### config.mk
export PLATFORM = sky130hd
export DESIGN_NAME = selective_repeat_sender_window
export DESIGN_NICKNAME = d
export VERILOG_FILES = /design/src/hw/rtl/srsw_pkg.sv /design/src/hw/rtl/selective_repeat_sender_window.sv /design/src/hw/rtl/srsw_ram.sv /design/src/hw/rtl/srsw_ctrl.sv /design/src/hw/rtl/srsw_dp.sv
export SDC_FILE = /design/constraint.sdc
export NUM_CORES = 1
export LEC_CHECK = 0
export BUFFER_PORTS_ARGS = -buffer_cell sky130_fd_sc_hd__buf_2
export CAP_MARGIN = 0
export CORE_MARGIN = 10
export CORE_UTILIZATION = 35
export CTS_CLUSTER_DIAMETER = 120
export CTS_CLUSTER_SIZE = 16
export DETAILED_ROUTE_END_ITERATION = 10
export PLACE_DENSITY = 0.55
export SYNTH_ARGS = -nofsm -noshare
export SYNTH_HDL_FRONTEND = slang
export SYNTH_SLANG_ARGS = --single-unit
### constraint.sdc
create_clock -name clk_i -period 14.3 [get_ports clk_i]
set_clock_uncertainty 0.2 [all_clocks]
set_input_delay 2.86 -clock clk_i [delete_from_list [all_inputs] [get_ports clk_i]]
set_output_delay 2.86 -clock clk_i [all_outputs]
set_load 0.05 [all_outputs]
### src/hw/rtl/srsw_pkg.sv
package srsw_pkg;

  localparam int unsigned Window   = 4;
  localparam int unsigned SeqCount = 8;  // power of two, at most 8
  localparam int unsigned SeqW     = (SeqCount > 1) ? $clog2(SeqCount) : 1;
  localparam int unsigned CntW     = SeqW + 1;
  localparam int unsigned WordW    = 64;

  typedef enum logic [1:0] {
    ActSend   = 2'd0,
    ActAck    = 2'd1,
    ActExpire = 2'd2
  } action_e;

  typedef enum logic [2:0] {
    StSent      = 3'd0,
    StFull      = 3'd1,
    StNewAck    = 3'd2,
    StRepeatAck = 3'd3,
    StOutside   = 3'd4,
    StCorrupt   = 3'd5,
    StNothing   = 3'd6,
    StRetx      = 3'd7
  } status_e;

  typedef enum logic [1:0] {
    TmrNone    = 2'd0,
    TmrStart   = 2'd1,
    TmrStop    = 2'd2,
    TmrRestart = 2'd3
  } timer_cmd_e;

  typedef enum logic [1:0] {
    StateIdle,
    StateExec
  } state_e;

  typedef struct packed {
    logic load_in;
    logic commit;
  } srsw_cmd_t;

endpackage

### src/hw/rtl/selective_repeat_sender_window.sv
// Selective-repeat ARQ sender window.
// Input channel (in_valid_i/in_ready_o) carries one command word: action
// (send, ack, timer expiry), payload, seq_num and the upstream checksum flag
// ack_intact. Output channel (out_valid_o/out_ready_i) returns exactly one
// result word per command: status, the packet to transmit (tx_*), the timer
// command for timer_seq, and the window base and in-flight count after it.
// A command is latched when accepted, and its result is registered once the
// result register is free; no new command is taken until then. The command
// is latched together with the payload memory read, and then the window
// update, including the slide of the base past the acknowledged run, is done.
// Payload words sit in an 8-entry memory with one write and one read port.
// The result register holds while the receiver stalls; the next command is
// still taken, and its result waits until the held word is taken.
// Reset clears the base, next sequence number and all acknowledge marks;
// the payload memory is not cleared, and an expiry reads it for any number.
module selective_repeat_sender_window (
  input  logic        clk_i,
  input  logic        rst_ni,
  input  logic        in_valid_i,
  output logic        in_ready_o,
  input  logic [1:0]  action_i,
  input  logic [63:0] payload_i,
  input  logic [2:0]  seq_num_i,
  input  logic        ack_intact_i,
  output logic        out_valid_o,
  input  logic        out_ready_i,
  output logic [2:0]  status_o,
  output logic        tx_valid_o,
  output logic [2:0]  tx_seq_o,
  output logic [63:0] tx_payload_o,
  output logic [1:0]  timer_cmd_o,
  output logic [2:0]  timer_seq_o,
  output logic [2:0]  window_base_o,
  output logic [2:0]  in_flight_o
);
  import srsw_pkg::*;

  srsw_cmd_t cmd;

  srsw_ctrl u_ctrl (
    .clk_i      (clk_i),
    .rst_ni     (rst_ni),
    .in_valid_i (in_valid_i),
    .in_ready_o (in_ready_o),
    .out_valid_o(out_valid_o),
    .out_ready_i(out_ready_i),
    .cmd_o      (cmd)
  );

  srsw_dp u_dp (
    .clk_i        (clk_i),
    .rst_ni       (rst_ni),
    .cmd_i        (cmd),
    .action_i     (action_i),
    .payload_i    (payload_i),
    .seq_num_i    (seq_num_i),
    .ack_intact_i (ack_intact_i),
    .status_o     (status_o),
    .tx_valid_o   (tx_valid_o),
    .tx_seq_o     (tx_seq_o),
    .tx_payload_o (tx_payload_o),
    .timer_cmd_o  (timer_cmd_o),
    .timer_seq_o  (timer_seq_o),
    .window_base_o(window_base_o),
    .in_flight_o  (in_flight_o)
  );

endmodule

### src/hw/rtl/srsw_ram.sv
module srsw_ram #(
  parameter int unsigned Width = 8,
  parameter int unsigned Depth = 8
) (
  input  logic                             clk_i,
  input  logic                             we_i,
  input  logic [$clog2(Depth > 1 ? Depth : 2)-1:0] waddr_i,
  input  logic [Width-1:0]                 wdata_i,
  input  logic                             re_i,
  input  logic [$clog2(Depth > 1 ? Depth : 2)-1:0] raddr_i,
  output logic [Width-1:0]                 rdata_o
);

  logic [Width-1:0] mem_q [Depth];
  logic [Width-1:0] rdata_q;

  always_ff @(posedge clk_i) begin
    if (we_i) begin
      mem_q[waddr_i] <= wdata_i;
    end
    if (re_i) begin
      rdata_q <= mem_q[raddr_i];
    end
  end

  assign rdata_o = rdata_q;

endmodule

### src/hw/rtl/srsw_ctrl.sv
module srsw_ctrl (
  input  logic                clk_i,
  input  logic                rst_ni,
  input  logic                in_valid_i,
  output logic                in_ready_o,
  output logic                out_valid_o,
  input  logic                out_ready_i,
  output srsw_pkg::srsw_cmd_t cmd_o
);
  import srsw_pkg::*;

  state_e state_q, state_d;
  logic   out_valid_q, out_valid_d;
  logic   slot_free;

  assign slot_free = !out_valid_q || out_ready_i;

  always_comb begin
    state_d = state_q;
    case (state_q)
      StateIdle: begin
        if (in_valid_i) begin
          state_d = StateExec;
        end
      end
      StateExec: begin
        if (slot_free) begin
          state_d = StateIdle;
        end
      end
      default: state_d = StateIdle;
    endcase
  end

  always_comb begin
    in_ready_o    = 1'b0;
    cmd_o.load_in = 1'b0;
    cmd_o.commit  = 1'b0;
    case (state_q)
      StateIdle: begin
        in_ready_o    = 1'b1;
        cmd_o.load_in = in_valid_i;
      end
      StateExec: begin
        cmd_o.commit = slot_free;
      end
      default: ;
    endcase
  end

  always_comb begin
    out_valid_d = out_valid_q;
    if (out_ready_i) begin
      out_valid_d = 1'b0;
    end
    if (cmd_o.commit) begin
      out_valid_d = 1'b1;
    end
  end

  always_ff @(posedge clk_i or negedge rst_ni) begin
    if (!rst_ni) begin
      state_q     <= StateIdle;
      out_valid_q <= 1'b0;
    end else begin
      state_q     <= state_d;
      out_valid_q <= out_valid_d;
    end
  end

  assign out_valid_o = out_valid_q;

endmodule

### src/hw/rtl/srsw_dp.sv
module srsw_dp (
  input  logic                clk_i,
  input  logic                rst_ni,
  input  srsw_pkg::srsw_cmd_t cmd_i,
  input  logic [1:0]          action_i,
  input  logic [63:0]         payload_i,
  input  logic [2:0]          seq_num_i,
  input  logic                ack_intact_i,
  output logic [2:0]          status_o,
  output logic                tx_valid_o,
  output logic [2:0]          tx_seq_o,
  output logic [63:0]         tx_payload_o,
  output logic [1:0]          timer_cmd_o,
  output logic [2:0]          timer_seq_o,
  output logic [2:0]          window_base_o,
  output logic [2:0]          in_flight_o
);
  import srsw_pkg::*;

  // latched word
  logic [1:0]       action_q;
  logic [WordW-1:0] payload_q;
  logic [SeqW-1:0]  seq_q;
  logic             intact_q;

  // window state
  logic [SeqW-1:0]     base_q, base_d;
  logic [SeqW-1:0]     next_q, next_d;
  logic [SeqCount-1:0] marks_q, marks_d;

  // result registers
  status_e          status_q, status_d;
  logic             txv_q, txv_d;
  logic [SeqW-1:0]  txs_q, txs_d;
  logic [WordW-1:0] txp_q, txp_d;
  timer_cmd_e       tcmd_q, tcmd_d;
  logic [SeqW-1:0]  tseq_q, tseq_d;

  logic [WordW-1:0]    rd_word;
  logic                ram_we;
  logic [SeqW-1:0]     inflight, off, step;
  logic [SeqCount-1:0] marks_set, rot;
  logic                run;

  assign inflight = next_q - base_q;
  assign off      = seq_q - base_q;

  srsw_ram #(
    .Width(WordW),
    .Depth(SeqCount)
  ) u_ram (
    .clk_i  (clk_i),
    .we_i   (ram_we),
    .waddr_i(next_q),
    .wdata_i(payload_q),
    .re_i   (cmd_i.load_in),
    .raddr_i(seq_num_i[SeqW-1:0]),
    .rdata_o(rd_word)
  );

  always_comb begin
    marks_set = marks_q;
    marks_set[seq_q] = 1'b1;
    for (int unsigned i = 0; i < SeqCount; i++) begin
      rot[i] = marks_set[SeqW'(base_q + SeqW'(i))];
    end
    // length of the acknowledged run starting at the base
    step = '0;
    run  = 1'b1;
    for (int unsigned i = 0; i < SeqCount; i++) begin
      if (run && rot[i]) begin
        step = step + SeqW'(1);
      end else begin
        run = 1'b0;
      end
    end
  end

  always_comb begin
    base_d   = base_q;
    next_d   = next_q;
    marks_d  = marks_q;
    ram_we   = 1'b0;
    status_d = StRetx;
    txv_d    = 1'b0;
    txs_d    = '0;
    txp_d    = '0;
    tcmd_d   = TmrNone;
    tseq_d   = '0;
    case (action_q)
      ActSend: begin
        if (CntW'(inflight) >= CntW'(Window)) begin
          status_d = StFull;
        end else begin
          status_d = StSent;
          ram_we   = cmd_i.commit;
          next_d   = next_q + SeqW'(1);
          txv_d    = 1'b1;
          txs_d    = next_q;
          txp_d    = payload_q;
          tcmd_d   = TmrStart;
          tseq_d   = next_q;
        end
      end
      ActAck: begin
        if (base_q == next_q) begin
          status_d = StNothing;
        end else if (!intact_q) begin
          status_d = StCorrupt;
        end else if (off >= inflight) begin
          status_d = StOutside;
        end else begin
          if (marks_q[seq_q]) begin
            status_d = StRepeatAck;
          end else begin
            status_d = StNewAck;
            tcmd_d   = TmrStop;
            tseq_d   = seq_q;
          end
          base_d = base_q + step;
          for (int unsigned i = 0; i < SeqCount; i++) begin
            marks_d[i] = marks_set[i] && !(SeqW'(SeqW'(i) - base_q) < step);
          end
          // a full run of every number clears all marks
          if (step == '0 && rot[0]) begin
            marks_d = '0;
          end
        end
      end
      default: begin
        status_d = StRetx;
        txv_d    = 1'b1;
        txs_d    = seq_q;
        txp_d    = rd_word;
        tcmd_d   = TmrRestart;
        tseq_d   = seq_q;
      end
    endcase
  end

  always_ff @(posedge clk_i) begin
    if (cmd_i.load_in) begin
      action_q  <= action_i;
      payload_q <= payload_i;
      seq_q     <= seq_num_i[SeqW-1:0];
      intact_q  <= ack_intact_i;
    end
    if (cmd_i.commit) begin
      status_q <= status_d;
      txv_q    <= txv_d;
      txs_q    <= txs_d;
      txp_q    <= txp_d;
      tcmd_q   <= tcmd_d;
      tseq_q   <= tseq_d;
    end
  end

  always_ff @(posedge clk_i or negedge rst_ni) begin
    if (!rst_ni) begin
      base_q  <= '0;
      next_q  <= '0;
      marks_q <= '0;
    end else if (cmd_i.commit) begin
      base_q  <= base_d;
      next_q  <= next_d;
      marks_q <= marks_d;
    end
  end

  assign status_o      = status_q;
  assign tx_valid_o    = txv_q;
  assign tx_seq_o      = 3'(txs_q);
  assign tx_payload_o  = txp_q;
  assign timer_cmd_o   = tcmd_q;
  assign timer_seq_o   = 3'(tseq_q);
  assign window_base_o = 3'(base_q);
  assign in_flight_o   = 3'(next_q - base_q);

endmodule
==> impl_metrics.ini <==
[outcome]
outcome = finished, final reports clean

[grt]
grt_antenna_before_repair = 0
first_global_vias = 14239
first_pass_grt_wire_length_microns = 96050
grt_start_max_net_pins = 67
global_route.overflow_total = 0
globalRouteTotalUtil_pct = 13.59

[synthesis]
ys.warnings.count = 0
synth.yosys.seq_area_share_pct = 77.78
post_synthesis_cell_area_sq_mm = 0.02835
synthCells = 1306
postSynth.asyncResetShare_pct = 2.171
dominantRegCellSynth = sky130_fd_sc_hd__edfxtp_1
synth.lib_cells_used.distinct = 50
number_of_flops_mapped_to_enable_cells_by_yosys = 721
postSynthRegisterBits = 737
synth_fp_nets = 1406
synth.avg_cell_area_sq_um = 21.71

[clock_tree]
cts.clk_slew.worst_paths_ps = 80
buffers_inserted_during_post_cts_setup_optimization = 0
cts_tree = yes
tritoncts_num_sinks = 737
clock_tree.buffer_depth = 3
post_cts_resized = 0
clkLatencyLatePin_ps = 610
hold_buffers = 0
cts-buffers-inserted = 52
cts_h_tree_lvls = 2
cts_root_buf = sky130_fd_sc_hd__clkbuf_16

[placed_design]
pre_cts_ws_ps = 6833
postPlaceCellArea_sq_mm = 0.03048
post-dp-hpwl_microns = 35200
finalWeightedCongestion = 0.8148
place.detailed.instances = 2486
port-buffer-count = 157

[power]
sw_frac_of_total_pct = 34.37
power.density_mw_per_mm2 = 188.7
seq_power_share_pct = 47.7
leak_pwr_nw = 10.33
p_int_mw = 3.951
irDropWorstVdd_v = 0.0001249
post-layout-total-power_mw = 6.020
net-switching-power_mw = 2.069
p_comb_share_pct = 29.4
clkPwrFrac_pct = 22.8

[sta]
layout_min_cycle_time_ps = 7548
timing.setup.tns_ps = 0
setup_viol = 0
grt_setup_unrepaired = no
hold_viol = 0
maxSlewViolCount = 0
hold_ws_ps = 312.5
final_min_period_over_clock_period_pct = 52.78
maxSlewHeadroom_pct = 31.41
tightest_slew_ps = 1026
max_clock_freq_ghz = 0.1325
final.setup.worst_slack_ps = 6752

[critical_path]
worst_r2r_startpoint = u_dp.window_base_o[0]
critical_path.max_fanout = 26
critPathArrivalTime_ps = 7820
crit_reg_reg_endpoint = u_dp.marks_q[6]
worst-endpoint-required_ps = 14570
ff2ff_path_depth = 29
timing.setup.critical_path_class = flop to flop
max_stage_delay_ps = 990
highest_delay_cell_along_the_critical_path = sky130_fd_sc_hd__dfrtp_1
end_kind = flop
startpoint_type_of_the_worst_setup_path = flop
regToRegSetupSlack_ps = 6750

[hold_path]
holdPathEnd = u_ctrl.out_valid_o
path_type_of_the_worst_min_delay_path = flop to flop
min-delay-start = u_ctrl.out_valid_o
hold_path_depth = 2

[floorplanning]
core_area_sq_mm = 0.08042
initial_core_util_pct = 35.25
std_cell_rows = 104
fp.dieH_microns = 304.6
boundaryPins = 158
die_width_microns = 304.6
die-area_sq_mm = 0.09279

[detailed_routing]
postRouteAntennaNets = 0
finalWirelength_microns = 64360
drtPass1Iterations = 5
drt_first_iter_violations = 1080
num_vias = 13237
via_per_inst = 5.187
route.detailed.wl_per_inst_microns = 25.22
drt_drc_violations_left = 0

[layout]
multiInputGateArea_sq_mm = 0.006026
post_route_cells_drive_above_1_share_pct = 30.56
final_cell_mix = sky130_fd_sc_hd__edfxtp_1 (721), sky130_fd_sc_hd__buf_2 (154), sky130_fd_sc_hd__mux4_2 (139)
area_growth_syn_to_layout_pct = 12.52
filler_cell_count = 7158
finish.instance_area_sq_mm = 0.03190
most_common_cell_after_layout_fill_and_taps_aside = sky130_fd_sc_hd__edfxtp_1
layout.cells.non_filler = 2552
sequential_cell_area_sq_mm = 0.02205
antenna_diode_instance_count = 0
final_core_utilization_pct = 39.67
final_nets = 1580

[job]
count_of_max_cap_constraint_violations = 0
critical path, delay by kind of cell (launching register included):
family                   cells  cell delay, ps
multiplexers                 3             930
adder cells (fa/ha/maj)      6            1650
XOR/XNOR                     2             810
AO/OA/AOI/OAI                7            1340
flip-flops                   1             990
buffers and inverters        3             250
AND/OR/NAND/NOR              8            1230
state kept, by name, summed over array words and instances (netlist names):
| name | cells |
|---|---|
| u_dp.u_ram.mem_q | 512 |
| u_dp.payload_q | 64 |
| u_dp.tx_payload_o | 64 |
| u_dp.u_ram.rdata_o | 64 |
| u_dp.marks_q | 8 |
| u_dp.next_q | 3 |
| u_dp.seq_q | 3 |
| u_dp.status_o | 3 |
| u_dp.timer_seq_o | 3 |
| u_dp.tx_seq_o | 3 |
| u_dp.window_base_o | 3 |
| u_dp.action_q | 2 |
| u_dp.timer_cmd_o | 2 |
| u_ctrl.out_valid_o | 1 |
| u_ctrl.state_q | 1 |
| u_dp.intact_q | 1 |
cell usage after synthesis, types with 2 or more instances:
cell                       number  share of area, %
sky130_fd_sc_hd__a21boi_0       2             0.053
sky130_fd_sc_hd__a21boi_1       2             0.053
sky130_fd_sc_hd__a21oi_1       16              0.28
sky130_fd_sc_hd__a221o_1        4              0.14
sky130_fd_sc_hd__a221oi_1       4              0.12
sky130_fd_sc_hd__a22o_1        70               2.2
sky130_fd_sc_hd__a31oi_1        7              0.15
sky130_fd_sc_hd__buf_1         13              0.17
sky130_fd_sc_hd__buf_2          3             0.053
sky130_fd_sc_hd__buf_4          3             0.079
sky130_fd_sc_hd__clkbuf_1      40              0.53
sky130_fd_sc_hd__dfrtp_1       16               1.4
sky130_fd_sc_hd__edfxtp_1     721                76
sky130_fd_sc_hd__fa_1           3              0.21
sky130_fd_sc_hd__ha_1          23               1.0
sky130_fd_sc_hd__inv_1         28              0.37
sky130_fd_sc_hd__maj3_1         3              0.11
sky130_fd_sc_hd__mux2_2        66               2.6
sky130_fd_sc_hd__mux2i_1        7              0.25
sky130_fd_sc_hd__mux4_2       139                11
sky130_fd_sc_hd__nand2_1       28              0.37
sky130_fd_sc_hd__nand2b_1       8              0.18
sky130_fd_sc_hd__nand3_1        6              0.11
sky130_fd_sc_hd__nor2_1        24              0.32
sky130_fd_sc_hd__nor2b_1        8              0.18
sky130_fd_sc_hd__nor3_1         5             0.088
sky130_fd_sc_hd__o211ai_1       4              0.11
sky130_fd_sc_hd__o21ai_0       17              0.30
sky130_fd_sc_hd__o21ai_1        2             0.035
sky130_fd_sc_hd__o31ai_1        3             0.079
sky130_fd_sc_hd__or3_1          3             0.066
sky130_fd_sc_hd__xnor2_1        9              0.28
sky130_fd_sc_hd__xor2_1         2             0.062
cell type report:
cell class              instances  share of cell area [%]
repair buffers                179                   3.040
flip-flops and latches        737                   69.12
clock inverters                 4                  0.1883
multi-input cells             482                   18.89
well taps                    1060                   4.158
clock buffers                  62                   4.263
inverters                      28                  0.3373
kinds of logic after synthesis:
kind of cell,after synthesis,synth area share [%]
and+or+nand+nor,85,1.377
buffers and inverters,87,1.205
muxes,212,13.91
adders and majority gates,29,1.333
AOI/OAI and AO/OA,142,3.835
xor gates and xnor gates,14,0.5605
DFF,737,77.78
power by group through the flow:
stage / combinational (mW) / clock, mW / sequential, mW
floorplan: 1.01 / 0 / 3.18
global placement: 1.75 / 0 / 2.91
detailed placement: 1.79 / 0 / 2.92
CTS: 1.79 / 1.43 / 2.88
global route: 1.94 / 1.50 / 2.90
finish: 1.77 / 1.37 / 2.87
worst max path at each step:
stage                               start                      to  slack [ps]  cells past startpoint
finish              u_dp.window_base_o[0]         u_dp.marks_q[6]        6750                     29
global route        u_dp.window_base_o[0]         u_dp.marks_q[1]        6180                     28
CTS                 u_dp.window_base_o[0]         u_dp.marks_q[6]        6820                     29
detailed placement  u_dp.window_base_o[0]         u_dp.marks_q[6]        6830                     29
global placement    u_dp.window_base_o[0]         u_dp.marks_q[5]        7020                     29
floorplan                     out_ready_i  u_dp.u_ram.mem_q[1][0]        4170                      5
layer usage:
metal	wire length (microns)	global-route usage, %	vias to the layer above
li1	-	-	5738
met1	28440	18.14	7111
met2	31710	22.74	308
met3	2981	2.545	80
met4	1231	3.204	0
met5	0	0	-
Note: power is estimated with default switching activity, not from simulation.
